===== src/hdl/clt_pkg.sv =====
`default_nettype none
// ----------------------------------------------------------------------------
// clt_pkg
// Types, codes and character constants shared by the configuration line
// tokenizer controller, datapath and top level.
// ----------------------------------------------------------------------------
package clt_pkg;

	localparam logic [7:0] CH_HASH    = 8'h23;
	localparam logic [7:0] CH_BSLASH  = 8'h5C;
	localparam logic [7:0] CH_SPACE   = 8'h20;
	localparam logic [7:0] CH_TAB     = 8'h09;
	localparam logic [7:0] CH_NEWLINE = 8'h0A;
	localparam logic [7:0] CH_NUL     = 8'h00;

	localparam logic [1:0] ROLE_NAME   = 2'd0;
	localparam logic [1:0] ROLE_VALUE  = 2'd1;
	localparam logic [1:0] ROLE_STATUS = 2'd2;

	localparam logic [1:0] LS_NAME_VALUE = 2'd0;
	localparam logic [1:0] LS_NAME_ONLY  = 2'd1;
	localparam logic [1:0] LS_NO_PARAM   = 2'd2;
	localparam logic [1:0] LS_OVERFLOW   = 2'd3;

	// Position within the line.
	typedef enum logic [2:0] {
		PH_LEAD,
		PH_NAME,
		PH_GAP,
		PH_VALUE,
		PH_CMT_EMPTY,
		PH_CMT_NAMED
	} phase_t;

	// Sequencer states, one pass per accepted byte.
	typedef enum logic [2:0] {
		ST_IDLE,
		ST_ESC,
		ST_CLASSIFY,
		ST_FLUSH,
		ST_DELIVER,
		ST_END,
		ST_STATUS
	} ctrl_state_t;

	// Source of an emitted result.
	typedef enum logic [1:0] {
		EM_CHAR,
		EM_BSLASH,
		EM_BLANK,
		EM_STATUS
	} emit_sel_t;

	typedef struct packed {
		logic      capture;
		logic      emit;
		emit_sel_t emit_sel;
		logic [1:0] role;
		logic      phase_ld;
		phase_t    phase_nxt;
		logic      set_held;
		logic      clr_held;
		logic      push_blank;
		logic      set_ovf;
		logic      set_value;
		logic      clr_count;
		logic      inc_idx;
		logic      line_clear;
	} clt_cmd_t;

	typedef struct packed {
		phase_t phase;
		logic   held_bs;
		logic   is_hash;
		logic   is_blank;
		logic   is_bslash;
		logic   skip;
		logic   line_end;
		logic   count_zero;
		logic   count_full;
		logic   flush_last;
		logic   out_free;
	} clt_stat_t;

	function automatic logic [1:0] cur_role(input phase_t ph);
		return (ph == PH_NAME) ? ROLE_NAME : ROLE_VALUE;
	endfunction

endpackage
`default_nettype wire


===== src/hdl/clt_datapath.sv =====
`default_nettype none
// ----------------------------------------------------------------------------
// clt_datapath
// Holds the captured byte, line state, the held blank store and the output
// register; acts on commands from the controller.
// ----------------------------------------------------------------------------
module clt_datapath import clt_pkg::*; #(
	parameter int BLANK_DEPTH = 32
) (
	input  wire logic       clk,
	input  wire logic       arst_n,
	input  wire logic [7:0] in_byte,
	input  wire logic       in_last,
	input  wire clt_cmd_t   cmd,
	output clt_stat_t       stat,
	output logic            out_valid,
	input  wire logic       out_ready,
	output logic [7:0]      out_byte,
	output logic [1:0]      out_role,
	output logic [1:0]      out_status,
	output logic            out_last
);

	localparam int CW = $clog2(BLANK_DEPTH + 1);
	localparam int IW = (BLANK_DEPTH > 1) ? $clog2(BLANK_DEPTH) : 1;

	logic [7:0]    char_q;
	logic          end_q;
	phase_t        phase_q;
	logic          held_q;
	logic          value_q;
	logic          ovf_q;
	logic [CW-1:0] count_q;
	logic [CW-1:0] idx_q;
	logic          kinds_q [BLANK_DEPTH];

	logic          valid_q;
	logic [7:0]    obyte_q;
	logic [1:0]    orole_q;
	logic [1:0]    ostat_q;
	logic          olast_q;

	logic          kind_rd;
	logic [7:0]    emit_byte;
	logic [1:0]    line_stat;

	// Payload capture.
	always_ff @(posedge clk) begin
		if (cmd.capture) begin
			char_q <= in_byte;
			end_q  <= in_last;
		end
	end

	// Held blank store: a tab is stored as one, a space as zero.
	always_ff @(posedge clk) begin
		if (cmd.push_blank) begin
			kinds_q[count_q[IW-1:0]] <= (char_q == CH_TAB);
		end
	end

	assign kind_rd = kinds_q[idx_q[IW-1:0]];

	always_ff @(posedge clk or negedge arst_n) begin
		if (!arst_n) begin
			phase_q <= PH_LEAD;
			held_q  <= 1'b0;
			value_q <= 1'b0;
			ovf_q   <= 1'b0;
			count_q <= '0;
			idx_q   <= '0;
		end else if (cmd.line_clear) begin
			phase_q <= PH_LEAD;
			held_q  <= 1'b0;
			value_q <= 1'b0;
			ovf_q   <= 1'b0;
			count_q <= '0;
			idx_q   <= '0;
		end else begin
			if (cmd.phase_ld) begin
				phase_q <= cmd.phase_nxt;
			end
			if (cmd.set_held) begin
				held_q <= 1'b1;
			end else if (cmd.clr_held) begin
				held_q <= 1'b0;
			end
			if (cmd.set_value) begin
				value_q <= 1'b1;
			end
			if (cmd.set_ovf) begin
				ovf_q <= 1'b1;
			end
			if (cmd.clr_count) begin
				count_q <= '0;
				idx_q   <= '0;
			end else begin
				if (cmd.push_blank) begin
					count_q <= count_q + CW'(1);
				end
				if (cmd.inc_idx) begin
					idx_q <= idx_q + CW'(1);
				end
			end
		end
	end

	always_comb begin
		if (ovf_q) begin
			line_stat = LS_OVERFLOW;
		end else if (phase_q == PH_LEAD || phase_q == PH_CMT_EMPTY) begin
			line_stat = LS_NO_PARAM;
		end else if (value_q) begin
			line_stat = LS_NAME_VALUE;
		end else begin
			line_stat = LS_NAME_ONLY;
		end
	end

	always_comb begin
		unique case (cmd.emit_sel)
			EM_CHAR:   emit_byte = char_q;
			EM_BSLASH: emit_byte = CH_BSLASH;
			EM_BLANK:  emit_byte = kind_rd ? CH_TAB : CH_SPACE;
			EM_STATUS: emit_byte = CH_NUL;
			default:   emit_byte = CH_NUL;
		endcase
	end

	// Output register: a result waits here while the next step proceeds.
	always_ff @(posedge clk or negedge arst_n) begin
		if (!arst_n) begin
			valid_q <= 1'b0;
		end else if (cmd.emit) begin
			valid_q <= 1'b1;
		end else if (out_ready) begin
			valid_q <= 1'b0;
		end
	end

	always_ff @(posedge clk) begin
		if (cmd.emit) begin
			obyte_q <= emit_byte;
			orole_q <= cmd.role;
			ostat_q <= (cmd.emit_sel == EM_STATUS) ? line_stat : LS_NAME_VALUE;
			olast_q <= (cmd.emit_sel == EM_STATUS);
		end
	end

	assign out_valid  = valid_q;
	assign out_byte   = obyte_q;
	assign out_role   = orole_q;
	assign out_status = ostat_q;
	assign out_last   = olast_q;

	assign stat.phase      = phase_q;
	assign stat.held_bs    = held_q;
	assign stat.is_hash    = (char_q == CH_HASH);
	assign stat.is_blank   = (char_q == CH_SPACE) || (char_q == CH_TAB);
	assign stat.is_bslash  = (char_q == CH_BSLASH);
	assign stat.skip       = end_q && (char_q == CH_NEWLINE);
	assign stat.line_end   = end_q;
	assign stat.count_zero = (count_q == '0);
	assign stat.count_full = (count_q == CW'(BLANK_DEPTH));
	assign stat.flush_last = (idx_q == count_q - CW'(1));
	assign stat.out_free   = !valid_q || out_ready;

endmodule
`default_nettype wire


===== src/hdl/clt_ctrl.sv =====
`default_nettype none
// ----------------------------------------------------------------------------
// clt_ctrl
// Sequencer that walks each accepted byte through escape handling,
// classification, blank flushing, delivery and end of line.
// ----------------------------------------------------------------------------
module clt_ctrl import clt_pkg::*; (
	input  wire logic      clk,
	input  wire logic      arst_n,
	input  wire logic      in_valid,
	output logic           in_ready,
	input  wire clt_stat_t stat,
	output clt_cmd_t       cmd
);

	ctrl_state_t state_q;
	ctrl_state_t state_nxt;
	logic        in_cmt;

	assign in_cmt = (stat.phase == PH_CMT_EMPTY) || (stat.phase == PH_CMT_NAMED);

	always_ff @(posedge clk or negedge arst_n) begin
		if (!arst_n) begin
			state_q <= ST_IDLE;
		end else begin
			state_q <= state_nxt;
		end
	end

	always_comb begin
		cmd       = '0;
		cmd.emit_sel  = EM_CHAR;
		cmd.phase_nxt = PH_LEAD;
		state_nxt = state_q;
		in_ready  = 1'b0;

		unique case (state_q)
			ST_IDLE: begin
				in_ready = 1'b1;
				if (in_valid) begin
					cmd.capture = 1'b1;
					state_nxt   = ST_ESC;
				end
			end

			// A held backslash is resolved by the byte that follows it.
			ST_ESC: begin
				if (stat.skip || in_cmt || !stat.held_bs) begin
					state_nxt = ST_CLASSIFY;
				end else if (stat.out_free) begin
					cmd.emit     = 1'b1;
					cmd.emit_sel = stat.is_hash ? EM_CHAR : EM_BSLASH;
					cmd.role     = cur_role(stat.phase);
					cmd.clr_held = 1'b1;
					state_nxt    = stat.is_hash ? ST_END : ST_CLASSIFY;
				end
			end

			ST_CLASSIFY: begin
				if (stat.skip || in_cmt) begin
					state_nxt = ST_END;
				end else if (stat.is_hash) begin
					cmd.clr_count = 1'b1;
					cmd.phase_ld  = 1'b1;
					cmd.phase_nxt = (stat.phase == PH_LEAD) ? PH_CMT_EMPTY : PH_CMT_NAMED;
					state_nxt     = ST_END;
				end else begin
					unique case (stat.phase)
						PH_LEAD: begin
							if (stat.is_blank) begin
								state_nxt = ST_END;
							end else begin
								cmd.phase_ld  = 1'b1;
								cmd.phase_nxt = PH_NAME;
								state_nxt     = ST_DELIVER;
							end
						end
						PH_NAME: begin
							if (stat.is_blank) begin
								cmd.phase_ld  = 1'b1;
								cmd.phase_nxt = PH_GAP;
								state_nxt     = ST_END;
							end else begin
								state_nxt = ST_DELIVER;
							end
						end
						PH_GAP: begin
							if (stat.is_blank) begin
								state_nxt = ST_END;
							end else begin
								cmd.phase_ld  = 1'b1;
								cmd.phase_nxt = PH_VALUE;
								cmd.set_value = 1'b1;
								state_nxt     = ST_DELIVER;
							end
						end
						default: begin
							if (stat.is_blank) begin
								if (stat.count_full) begin
									cmd.set_ovf = 1'b1;
								end else begin
									cmd.push_blank = 1'b1;
								end
								state_nxt = ST_END;
							end else if (stat.count_zero) begin
								state_nxt = ST_DELIVER;
							end else begin
								state_nxt = ST_FLUSH;
							end
						end
					endcase
				end
			end

			// Held blanks go out one per cycle ahead of the non-blank, while the output register is free.
			ST_FLUSH: begin
				if (stat.out_free) begin
					cmd.emit     = 1'b1;
					cmd.emit_sel = EM_BLANK;
					cmd.role     = ROLE_VALUE;
					if (stat.flush_last) begin
						cmd.clr_count = 1'b1;
						state_nxt     = ST_DELIVER;
					end else begin
						cmd.inc_idx = 1'b1;
					end
				end
			end

			ST_DELIVER: begin
				if (stat.is_bslash) begin
					cmd.set_held = 1'b1;
					state_nxt    = ST_END;
				end else if (stat.out_free) begin
					cmd.emit     = 1'b1;
					cmd.emit_sel = EM_CHAR;
					cmd.role     = cur_role(stat.phase);
					state_nxt    = ST_END;
				end
			end

			ST_END: begin
				if (!stat.line_end) begin
					state_nxt = ST_IDLE;
				end else if (!stat.held_bs) begin
					state_nxt = ST_STATUS;
				end else if (stat.out_free) begin
					cmd.emit     = 1'b1;
					cmd.emit_sel = EM_BSLASH;
					cmd.role     = cur_role(stat.phase);
					cmd.clr_held = 1'b1;
					state_nxt    = ST_STATUS;
				end
			end

			ST_STATUS: begin
				if (stat.out_free) begin
					cmd.emit       = 1'b1;
					cmd.emit_sel   = EM_STATUS;
					cmd.role       = ROLE_STATUS;
					cmd.line_clear = 1'b1;
					state_nxt      = ST_IDLE;
				end
			end

			default: begin
				state_nxt = ST_IDLE;
			end
		endcase
	end

endmodule
`default_nettype wire


===== src/hdl/config_line_tokenizer.sv =====
`default_nettype none
// ----------------------------------------------------------------------------
// config_line_tokenizer
// Splits a configuration line, one byte per request, into name and value
// bytes and closes each line with a status item.
// ----------------------------------------------------------------------------
// The block reads one line a byte at a time on the slave stream, with tlast
// marking the final byte, and produces tagged bytes on the master stream.
// Leading blanks are skipped, the name runs to the first space or tab, the
// blanks that follow are skipped, and the rest of the line is the value with
// trailing blanks trimmed. An unescaped hash starts a comment; a backslash
// directly before a hash is dropped and the hash kept. A newline on the
// final byte is stripped. Each line ends with a status item (tlast high)
// that reports name and value, name only, no parameter, or blank overflow.
// Blanks inside the value are held in a store of BLANK_DEPTH entries and
// sent only once a later non-blank arrives; a blank that finds the store
// full is dropped and the line is marked as overflowed. Each accepted byte
// is walked by a sequencer through capture, escape check, classification,
// delivery and end of line, and a new request is taken only once that
// pass is over. A blank, a hash that opens a comment or a byte inside a
// comment skips delivery, and the hash of an escape goes out straight
// from the escape check and skips classification and delivery. Held
// blanks are flushed ahead of delivery, and the final byte of a line adds
// a status step; a backslash still pending at that point goes out in the
// end-of-line step. Results leave through a single output register, so
// the next step continues while a result waits to be taken, and a stalled
// master side holds the sequencer only when a new result is due.
// ----------------------------------------------------------------------------
module config_line_tokenizer import clt_pkg::*; #(
	parameter int BLANK_DEPTH = 32
) (
	input  wire logic       clk,
	input  wire logic       arst_n,
	input  wire logic       s_tvalid,
	output logic            s_tready,
	input  wire logic [7:0] s_tdata,   // [7:0] char_byte
	input  wire logic       s_tlast,   // line_end
	output logic            m_tvalid,
	input  wire logic       m_tready,
	output logic [7:0]      m_tdata,   // [7:0] out_byte
	output logic [3:0]      m_tuser,   // [1:0] role, [3:2] line_status
	output logic            m_tlast    // last
);

	clt_cmd_t   cmd;
	clt_stat_t  stat;
	logic [1:0] role;
	logic [1:0] line_status;

	// Sequencer: decides what each cycle of a byte's pass does.
	clt_ctrl u_ctrl (
		.clk      (clk),
		.arst_n   (arst_n),
		.in_valid (s_tvalid),
		.in_ready (s_tready),
		.stat     (stat),
		.cmd      (cmd)
	);

	// Datapath: line state, blank store and the output register.
	clt_datapath #(
		.BLANK_DEPTH (BLANK_DEPTH)
	) u_datapath (
		.clk        (clk),
		.arst_n     (arst_n),
		.in_byte    (s_tdata),
		.in_last    (s_tlast),
		.cmd        (cmd),
		.stat       (stat),
		.out_valid  (m_tvalid),
		.out_ready  (m_tready),
		.out_byte   (m_tdata),
		.out_role   (role),
		.out_status (line_status),
		.out_last   (m_tlast)
	);

	assign m_tuser = {line_status, role};

endmodule
`default_nettype wire


===== config.mk =====
export PLATFORM = sky130hd
export DESIGN_NAME = config_line_tokenizer
export DESIGN_NICKNAME = d
export VERILOG_FILES = /design/src/hdl/clt_pkg.sv /design/src/hdl/clt_datapath.sv /design/src/hdl/clt_ctrl.sv /design/src/hdl/config_line_tokenizer.sv
export SDC_FILE = /design/constraint.sdc
export NUM_CORES = 1
export LEC_CHECK = 0
export BUFFER_PORTS_ARGS = -buffer_cell sky130_fd_sc_hd__buf_2
export CORE_MARGIN = 1
export CORE_UTILIZATION = 50
export CTS_CLUSTER_DIAMETER = 80
export DETAILED_ROUTE_END_ITERATION = 8
export PLACE_DENSITY_LB_ADDON = 0.15
export SLEW_MARGIN = 20
export SYNTH_ARGS = -nofsm -noshare
export SYNTH_HDL_FRONTEND = slang
export SYNTH_SLANG_ARGS = --single-unit

===== constraint.sdc =====
create_clock -name clk -period 3.51 [get_ports clk]
set_input_delay 0.5265 -clock clk [delete_from_list [all_inputs] [get_ports clk]]
set_output_delay 0.5265 -clock clk [all_outputs]
set_load 0.005 [all_outputs]

* Yosys cells after proc, flatten, opt, wreduce, memory -nomap -nowiden *
Memory sizes are Yosys's and may differ from the RTL's.
Cells that the tools add are included.

storage, ports and cells
  register bits = 44
  RAM bits = 32
  input bits = 13
  memories = 1

operators by class
  add/sub/neg operators = 3
  eq/ne operators = 27
  mux-type cells = 89
  reduce and logical (&&, ||, !) cells = 22

memory list
  name                depth  bits a word  rd ports  clocked after Yosys merged registers in  write ports  line                source
  u_datapath.kinds_q  32     1            1         0                                        1            clt_datapath.sv:35  logic kinds_q [BLANK_DEPTH];

operators by type and width
  cell                   number
  $mux W3                21
  $mux W5                9
  $mux W6                7
  $mux W1                34
  $pmux W8 S4            1
  $mux W4                7
  $pmux W5 S5            1
  $pmux W3 S7            1
  $eq A8 B4 Y1 const B   2
  $eq A8 B6 Y1 const B   2
  $eq A3 B3 Y1 const B   5
  $add A6 B1 Y6 const B  2
  $pmux W4 S3            1
  $mux W2                5
  $eq A3 B2 Y1 const B   3
  $reduce_bool A3 Y1     3
  $eq A8 B7 Y1 const B   1
  $ne A2 B2 Y1 const B   4
  $reduce_bool A2 Y1     4
  $reduce_and A7 Y1      1
  $eq A3 B1 Y1 const B   2
  $eq A6 B6 Y1           1
  $eq A6 B6 Y1 const B   1
  $logic_not A3 Y1       2
  other kinds (13)       21

* Depth between registers and ports, before layout *
  depth after elaboration = 10
  depth in mapped cells = 9

* Hierarchy *
Synthesis repeated with hierarchy kept, for this count alone.

second synthesis, totals
  cell total of the unflattened synthesis = 377
  area total of the unflattened synthesis = 4070.2 µm²

by module, submodules not included
  module        instances  cells an instance  area each (µm²)
  clt_datapath  1          284                3399.5
  clt_ctrl      1          93                 670.6

* Worst setup path before layout *
Ideal clock, no wire load.

  path type = reg2reg
  from = register u_datapath.char_q[2]
  to = memory u_datapath.kinds_q[0] (data pin)
  arrival time = 2.262 ns
  data required time = 3.065 ns
  setup slack = 0.803 ns
  stages on the path, launching flop included = 3
  clock period less this slack = 2.707 ns
  cells stage by stage = edfxtp_1 > or4_4 > nor3_1

between the ends
  word-level cells in the longest chain between the ends = 1

ends and longest elaborated chain
  item                      line                source
  start: declaration        clt_datapath.sv:27  logic [7:0] char_q;
  start signal: assignment  clt_datapath.sv:50  char_q <= in_byte;
  $eq A8 B4 Y1              clt_datapath.sv:58  kinds_q[count_q[IW-1:0]] <= (char_q == CH_TAB);
  end: declaration          clt_datapath.sv:35

No other way between the ends.

* Final worst setup path *
  from = register u_datapath.char_q[2]
  to = memory u_datapath.kinds_q[4], enable pin

between the ends
  word-level cells in the longest chain between the ends = 9
  elaborated cells on any way between the ends = 14

ends and longest elaborated chain
  item                                          line                 source
  $eq A8 B6 Y1 or $eq A8 B4 Y1 (tied branches)  clt_datapath.sv:159  assign stat.is_blank = (char_q == CH_SPACE) || (char_q == CH_TAB);
  $logic_or A1 B1 Y1                            clt_datapath.sv:159
  $mux W2                                       clt_ctrl.sv:98       if (stat.is_blank) begin
  $mux W2                                       clt_ctrl.sv:68       unique case (stat.phase)
  $mux W3                                       clt_ctrl.sv:62       end else if (stat.is_hash) begin
  $mux W4 (*)                                   clt_ctrl.sv:60       if (stat.skip || in_cmt) begin
  $mux W3 (*)                                   clt_ctrl.sv:37       unique case (state_q)
  $mux W1 (*)                                   clt_datapath.sv:57   if (cmd.push_blank) begin
  $mux W1 (not written as such) (*)             clt_datapath.sv:58

Every way passes the cells marked *; elsewhere a longest branch is shown, timed or not.

==> results.cfg <==
[clocking]
post-cts-setup-buffer-count = 0
worst_skew_pair.late_latency_ns = 0.36
root_buffer = clkbuf_8
htreeDepth = 3
clock_sinks = 76
cts_resized = 0
cts_made_buffers = 9
clk_path_buf_depth = 2
cts_hold_buf = 0
tritoncts = done
path_clk_slew_ns = 0.09

[floorplanning]
core_um2 = 7690
initial_core_util_pct = 51.3
die-area_um2 = 8240
ios = 28
rows = 32
die_w_um = 90.8
die_height_um = 90.8

[worst_setup_path]
crit_path_end = u_datapath.kinds_q[4]$_DFFE_PP_
ff2ff_setup_slack_ns = 0.79
worstReg2RegEnd = u_datapath.kinds_q[4]$_DFFE_PP_
arrival_ns = 2.78
worstPathRequired_ns = 3.57
reg2reg_from = u_datapath.char_q[2]$_DFFE_PP_
cp_max_fo = 9
critPathLaunch = u_datapath.char_q[2]$_DFFE_PP_
critPathLaunchType = flip-flop
critPathKind = reg2reg
worstSetupEndpointType = flip-flop
r2r_cells = 5

[timing]
grt_setup_unrepaired = false
maxSlewHeadroom_pct = 51.6
drv_slew = 0
layout_min_cycle_time_ns = 2.72
setup_tns_ns = 0
finalSetupViolCount = 0
hold_ws_ns = 0.140
hold_violations = 0
fin_crit_sh_pct = 77.5
max_clock_freq_mhz = 368
finalWorstSetupSlack_ns = 0.791
finClkSkew_ns = 0.0115
worst_pin_slew_ns = 0.726

[route]
routedWlPerCell_um = 17.0
wirelength_mm = 8.15
dr_total_vias = 2737
first_iter_violations = 112
drtAntennaViolNets = 0
viasPerCell = 5.69
drc_errors = 0
first_pass_iters = 4

[synthesis]
synthFlopType = edfxtp_1
synth_top_area_cell = edfxtp_1
ys.warnings.count = 0
synth_top_area_share_pct = 41.2
synth.yosys.seq_area_share_pct = 55.1
synth_cell_types = 53
synth_area_um2 = 3940
async_flop_share_pct = 28.9
synth_edf_count = 54
syn_nets = 370
ys_top_cells_by_area = edfxtp_1 41%, dfrtp_1 14%, nor2_1 5.4%
ys_ff_latch = 76
post_synth.cell_area_avg_um2 = 11.2
synthCells = 351

[layout]
nFillCells = 683
final_util_pct = 57.0
drive_gt1_share_pct = 17.2
syn_to_final_growth_pct = 11.3
finalNonFillerCells = 481
final_net_count = 393
post-route-cell-area_um2 = 4380
multi_input_area_um2 = 1670
seqCellArea_um2 = 2170
n_antenna_cell = 0

[placed_design]
place_ws_ns = 0.806
place_area_um2 = 4160
placed_cells = 465
numPortBuffers = 27
gp_congestion = 0.873
dp_hpwl_mm = 5.66

[run]
drv_cap = 0

[pwr]
p_int_mw = 1.90
p_leak_nw = 1.68
power_switching_mw = 0.956
switching_share_pct = 33.5
power_density_nw_per_um2 = 652
p_seq_share_pct = 47.0
p_clk_share_pct = 26.5
combPwrFrac_pct = 26.5
peakVddDrop_uv = 258
power_mw = 2.86

[worst_hold_path]
hold_class = in2async

[global_routing]
use_met3_pct = 6.23
busiest_layer = met2
grt_max_degree = 33
globalRoute.totalOverflow = 0
grt_pass1_vias = 2738
grt_pass1_wl_mm = 13.7
antenna_found_initial = 0
use_met1_pct = 27.7
grt_use_met2_pct = 35.5
grt_usage_pct = 21.8

[outcome]
status = finished, final reports clean
[placed cells by master (no fill, tap or decap), types with 3 or more instances in the layout]
| cell | instances |
|---|---|
| nor3_1 | 8 |
| or3_1 | 3 |
| nor4_1 | 3 |
| edfxtp_1 | 54 |
| nand4_1 | 5 |
| dfrtp_1 | 22 |
| a21oi_1 | 14 |
| a21o_1 | 3 |
| nand3b_1 | 7 |
| a31oi_1 | 4 |
| buf_4 | 3 |
| nand3_1 | 16 |
| nor2_2 | 3 |
| nor2_1 | 56 |
| buf_2 | 27 |
| nand2b_1 | 4 |
| o21a_1 | 6 |
| xnor2_1 | 6 |
| ha_1 | 6 |
| mux2i_1 | 5 |
| o211ai_1 | 3 |
| clkbuf_8 | 9 |
| nor4bb_1 | 3 |
| nor2b_1 | 7 |
| and3_1 | 5 |
| o21ai_0 | 12 |
| and2_1 | 7 |
| xor2_1 | 9 |
| mux4_2 | 8 |
| nand2_1 | 15 |
| inv_1 | 8 |
[power by group through the flow]
stage / combinational (mW) / clock, mW / sequential, mW
after floorplan: 0.631 / 0 / 1.25
after global placement: 0.745 / 0 / 1.36
after detailed placement: 0.751 / 0 / 1.36
after CTS: 0.757 / 0.775 / 1.34
after global routing: 0.852 / 0.815 / 1.38
final: 0.757 / 0.758 / 1.34
[layer usage]
metal,vias up,share of wire [%]
met2,55,49
met3,11,3.2
met1,1332,46
met4,0,1.6
li1,1339,-
met5,-,0
[worst max-delay path: stages, from the launching register on]
cell and delay, ns:
edfxtp_1 0.44, or4_4 0.58, a211o_4 0.32, a311oi_4 0.55, nand2_1 0.32, nor2_1 0.21
[cell usage after synthesis (4+ instances only)]
| library cell | number |
|---|---|
| nand3_1 | 16 |
| ha_1 | 6 |
| nand2b_1 | 4 |
| and3_1 | 5 |
| a31oi_1 | 4 |
| nand4_1 | 5 |
| mux2i_1 | 5 |
| and2_1 | 7 |
| xnor2_1 | 6 |
| a21oi_1 | 14 |
| o21ai_0 | 12 |
| nand3b_1 | 7 |
| mux4_2 | 8 |
| nor2b_1 | 7 |
| xor2_1 | 9 |
| inv_1 | 8 |
| clkbuf_1 | 16 |
| edfxtp_1 | 54 |
| dfrtp_1 | 22 |
| o21a_1 | 6 |
| nor2_1 | 57 |
| nor3_1 | 9 |
| nand2_1 | 15 |
[flip-flops by register name, indices dropped and copies added, names as in the netlist]
signal and cells:
u_ctrl.state_q 3, u_datapath.char_q 8, u_datapath.count_q 6, u_datapath.end_q 1, u_datapath.held_q 1, u_datapath.idx_q 6
u_datapath.kinds_q 32, u_datapath.out_byte 8, u_datapath.out_last 1, u_datapath.out_role 2, u_datapath.out_status 2, u_datapath.out_valid 1
u_datapath.ovf_q 1, u_datapath.phase_q 3, u_datapath.value_q 1
[area by class of cell]
type | instances | share of cell area [%]
Sequential cell | 76 | 49.5
Multi-Input combinational cell | 249 | 38.2
Timing Repair Buffer | 30 | 3.60
Clock buffer | 10 | 2.91
Tap cell | 102 | 2.91
Clock inverter | 6 | 2.20
Inverter | 8 | 0.685
[how the worst min path moves through the flow]
stage | from | endpoint | cells past startpoint
global placement | u_datapath.value_q$_DFFE_PN0P_ | u_datapath.value_q$_DFFE_PN0P_ | 2
CTS | arst_n | u_ctrl.state_q[2]$_DFFE_PN0P_ | 1
floorplan | arst_n | u_ctrl.state_q[0]$_DFFE_PN0P_ | 0
global route | arst_n | u_datapath.idx_q[4]$_DFFE_PN0P_ | 1
finish | arst_n | u_datapath.idx_q[2]$_DFFE_PN0P_ | 1
detailed placement | u_datapath.value_q$_DFFE_PN0P_ | u_datapath.value_q$_DFFE_PN0P_ | 2
[cells by family after synthesis]
family / after synthesis / synth area share, %
simple gates: 154 / 20.3
flops: 76 / 55.1
compound gates: 61 / 10.9
buf+inv: 26 / 2.60
xor+xnor: 15 / 3.33
mux: 13 / 5.84
fa+ha+maj: 6 / 1.91
(Power assumes the default switching activity.)
